File: src/hw/rtl/mtfd_pkg.sv
// ----------------------------------------------------------------------------
// mtfd_pkg
// Shared codes and types of the move-to-front dictionary.
// ----------------------------------------------------------------------------
package mtfd_pkg;

  // operation codes of the func field
  localparam logic [2:0] FN_INSERT   = 3'd0;
  localparam logic [2:0] FN_ATTACH   = 3'd1;
  localparam logic [2:0] FN_FIND_POS = 3'd2;
  localparam logic [2:0] FN_READ_AT  = 3'd3;
  localparam logic [2:0] FN_FIND_PAY = 3'd4;

  // cells examined per search step
  localparam int GRP_CELLS = 8;

  // controls broadcast from the sequencer to every cell
  typedef struct packed {
    logic cmp_en;    // capture key match
    logic sel_en;    // capture rank select
    logic shift_en;  // take neighbor entry when at or below the shift limit
    logic write_en;  // overwrite payload of the selected cell
  } cell_ctl_t;

endpackage

File: src/hw/rtl/mtfd_cell.sv
// ----------------------------------------------------------------------------
// mtfd_cell
// One dictionary slot: holds a key and payload, matches the broadcast key and
// takes its front neighbor's entry on a shift.
// ----------------------------------------------------------------------------
module mtfd_cell
  import mtfd_pkg::*;
#(
  parameter int IDX = 0,
  parameter int KW  = 64,
  parameter int PW  = 16,
  parameter int RW  = 6,
  parameter int FW  = 7
) (
  input  logic          clk,
  input  logic          rst_n,
  input  cell_ctl_t     ctl,
  input  logic [KW-1:0] bcast_key,
  input  logic [PW-1:0] bcast_pay,
  input  logic [RW-1:0] bcast_rank,
  input  logic [RW-1:0] shift_lim,
  input  logic [FW-1:0] fill,
  input  logic [KW-1:0] prev_key,
  input  logic [PW-1:0] prev_pay,
  output logic [KW-1:0] key_q,
  output logic [PW-1:0] pay_q,
  output logic          match_q,
  output logic          sel_q
);

  logic [KW-1:0] key_r;
  logic [PW-1:0] pay_r;
  logic          match_r;
  logic          sel_r;
  logic          in_shift;

  assign in_shift = ctl.shift_en && (RW'(IDX) <= shift_lim);

  always_ff @(posedge clk) begin
    if (!rst_n) begin
      match_r <= 1'b0;
      sel_r   <= 1'b0;
    end else begin
      if (ctl.cmp_en) begin
        match_r <= (FW'(IDX) < fill) && (key_r == bcast_key);
      end
      if (ctl.sel_en) begin
        sel_r <= (RW'(IDX) == bcast_rank);
      end
    end
  end

  always_ff @(posedge clk) begin
    if (in_shift) begin
      key_r <= prev_key;
      pay_r <= prev_pay;
    end else if (ctl.write_en && sel_r) begin
      pay_r <= bcast_pay;
    end
  end

  assign key_q   = key_r;
  assign pay_q   = pay_r;
  assign match_q = match_r;
  assign sel_q   = sel_r;

endmodule

File: config.mk
export PLATFORM = sky130hd
export DESIGN_NAME = mtfd_cell
export DESIGN_NICKNAME = d
export VERILOG_FILES = /design/src/hw/rtl/mtfd_pkg.sv /design/src/hw/rtl/mtfd_cell.sv
export SDC_FILE = /design/constraint.sdc
export NUM_CORES = 1
export LEC_CHECK = 0
export ABC_CLOCK_PERIOD_IN_PS = 3800
export BUFFER_PORTS_ARGS = -buffer_cell sky130_fd_sc_hd__buf_2
export CAP_MARGIN = 25
export CORE_MARGIN = 2
export CORE_UTILIZATION = 36
export CTS_CLUSTER_SIZE = 25
export DETAILED_ROUTE_END_ITERATION = 16
export PLACE_DENSITY = 0.73
export SLEW_MARGIN = 20
export SYNTH_ARGS = -nofsm -noshare
export SYNTH_HDL_FRONTEND = slang
export SYNTH_SLANG_ARGS = --single-unit
File: constraint.sdc
create_clock -name clk -period 3.8 [get_ports clk]
set_clock_uncertainty 0.2 [all_clocks]
set_input_delay 1.14 -clock clk [delete_from_list [all_inputs] [get_ports clk]]
set_output_delay 1.14 -clock clk [all_outputs]
set_load 0.02 [all_outputs]
==> impl_results.md <==
* Crit Reg-Reg Startpoint: key_q[63]$_DFFE_PP_
* Cts hold-fix bufs at 0
* Final nets at 682
* Total track usage at 18.7%
* Share of layout cells above drive strength 1 at 59.0%
* H-tree depth at 3
* Top-count cell post-synth: edfxtp_1
* Async set-reset flop share out of synthesis at 0%
* RSZ-0062 raised after global routing: false
* Pin count of the biggest net entering global routing at 36
* Total power at 2.27 mW
* First-pass detailed-route iteration total at 4
* Cell Area, Synth at 3540 um2
* GRT overflow at 0
* Flop2flop setup slack at 1930 ps
* Post-Route WL at 10400 um
* CTS tree: built
* Gate power share at 16.8%
* P_sw at 0.564 mW
* Startpoint Class: flip-flop
* Worst EP required at 2460 ps
* Core Rows at 36
* R2r endpoint: match_q$_SDFFE_PN0P_
* Routability congestion estimate from global placement at 0.827
* CTS sink count at 82
* Cts bufs inserted at 9
* Synth cell count leaders: edfxtp_1, xnor2_1, mux2_2, nand2b_1, inv_1
* Syn avg cell area at 15.6 um2
* Resized cells post-CTS at 0
* Outcome: complete, no violations
* Ys Warns at 0
* Vias in the first global route at 2895
* Hold Crit Start: match_q$_SDFFE_PN0P_
* Register area share after synthesis at 69.0%
* Slowest cell on crit path: edfxtp_1
* Antenna violations before repair at 1
* Synthesized Nets at 412
* Critical Path Fanout Max at 3
* WHS Path Cells at 2
* Max-slew violations at 0
* Total number of vias at 2911
* Critical Path Source: key_q[61]$_DFFE_PP_
* Hold WC Path Type: reg -> reg
* Deepest clock path buffer count at 2
* Placeable Area at 9640 um2
* Root buf cell: clkbuf_8
* Initial DRC count at 75
* I/O Buffers at 260
* Synth top area share at 67.9%
* Primary FF master, synth: edfxtp_1
* Setup violators final at 0
* Die area at 10600 um2
* Cell taking the most area after synthesis: edfxtp_1
* Die width at 103 um
* Critical-path cell list: buf_2
* #FFs+latches synth at 82
* Final HPWL from detailed placement at 8660 um
* Ranking of synthesized cells by area: edfxtp_1, xnor2_1, mux2_2
* Vias per inst at 4.58
* Reg2Reg Depth at 5
* Worst Hold Path EP: match_q$_SDFFE_PN0P_
* Cell count after synthesis at 227
* Final hold vios at 0
* Internal at 1.70 mW
* Total of max-cap violations at 0
* P&R area growth vs syn at 48.6%
* Lkg Pwr at 2.31 nW
* Clock Power Share at 34.1%
* Die Ht at 103 um
* Clock latency on the worst-skew pair at 360 ps
* Seq pwr share at 49.1%
* Setup tns final at 0 ps
* Post-synthesis cell type count at 28
* Critical path class: reg -> out
* First-pass GRT wire length at 14500 um
* Total power density per cell area at 431 nW/um2
* Final Critical Period at 2360 ps
* Worst path top cell family by delay: flip-flops
* CP max stage delay at 460 ps
* Routed WL per cell at 16.4 um
* DRC Markers at 0
* Post-CTS setup buffers at 0
* Initial Util at 36.7%
* Number of synthesized flops with an enable pin at 80
* Net Sw Frac at 24.9%
* Worst-margin pin slew at 613 ps
* Post-route ant nets at 0
* Arr. time, crit path at 1020 ps
* I/O Pins at 267
* Critical Path End Type: output pin
* Peak supply drop at 0.278 mV
* Filler Cells Inserted at 862
* CTS clk-pin slew, worst paths at 90 ps
* Max-slew headroom at 58.1%
* CP Buf/Inv Count at 1
* Final worst path period share at 62.2%
* Max Freq at 423 MHz
## per-layer routing
metal / up-vias / routed length, um / share of wire, % / track usage (%)
li1: 1393 / - / - / -
met1: 1382 / 4270 / 41 / 23.2
met2: 113 / 5280 / 51 / 31.3
met3: 23 / 606 / 5.8 / 4.14
met4: 0 / 252 / 2.4 / 8.50
met5: - / 0 / 0 / 0
## power by group through the flow
stage	clock (mW)	combinational, mW	sequential (mW)
6_report	0.772	0.382	1.11
5_1_grt	0.823	0.414	1.12
4_1_cts	0.794	0.387	1.11
3_5_place_dp	0	0.386	1.13
3_3_place_gp	0	0.377	1.13
2_1_floorplan	0	0.110	1.22
## through the flow
step	area (um2)	setup slack (ps)	hold slack [ps]	util [%]	cells
final	5260	1440	295	54.5	636
after global routing	5260	1330	340	54.5	635
after CTS	5260	1410	300	54.5	635
after detailed placement	5010	1040	282	52.0	619
after global placement	5010	1090	276	52.0	619
after floorplan	3540	859	350	-	227
## registers in the layout (all words and copies together) (netlist names)
register,cells
key_q,64
match_q,1
pay_q,16
sel_q,1
## layout by cell type (no fill, tap or decap), types with 3 or more instances in the layout
master	synthesis	final
xnor2_1	40	40
nand2b_1	16	16
mux2_2	16	16
inv_1	13	13
nor4_1	8	8
a2111o_1	3	3
clkbuf_8	0	10
o2111ai_1	5	5
bufinv_16	0	3
nor2b_1	9	9
nand3_1	3	3
edfxtp_1	80	80
buf_2	1	259
buf_4	0	3
nand4_1	10	10
## how the worst max path moves through the flow
stage,to,cells after the start,slack (ps)
CTS,key_q[61],1,1410
detailed placement,match_q$_SDFFE_PN0P_,6,1040
finish,key_q[61],1,1440
global placement,match_q$_SDFFE_PN0P_,6,1090
floorplan,key_q[0]$_DFFE_PP_,2,860
global route,match_q$_SDFFE_PN0P_,6,1330
## cell type report
cell class	instances	area, um2	area share, %
inverter	13	48.8	0.928
tap	133	166	3.17
clock buffer	11	141	2.69
clock inverter	5	103	1.95
timing repair buffer	262	1320	25.1
multi-input combinational	129	1030	19.7
sequential	82	2440	46.5
antenna	1	2.50	0.0476
## cells by family after synthesis
logic type / after synthesis / synth area share [%]
simple gates: 55 / 9.90
buf+inv: 16 / 1.73
flops: 82 / 69.0
mux: 16 / 5.09
compound gates: 17 / 4.10
xor+xnor: 41 / 10.1
Note: power is estimated with default switching activity, not from simulation.
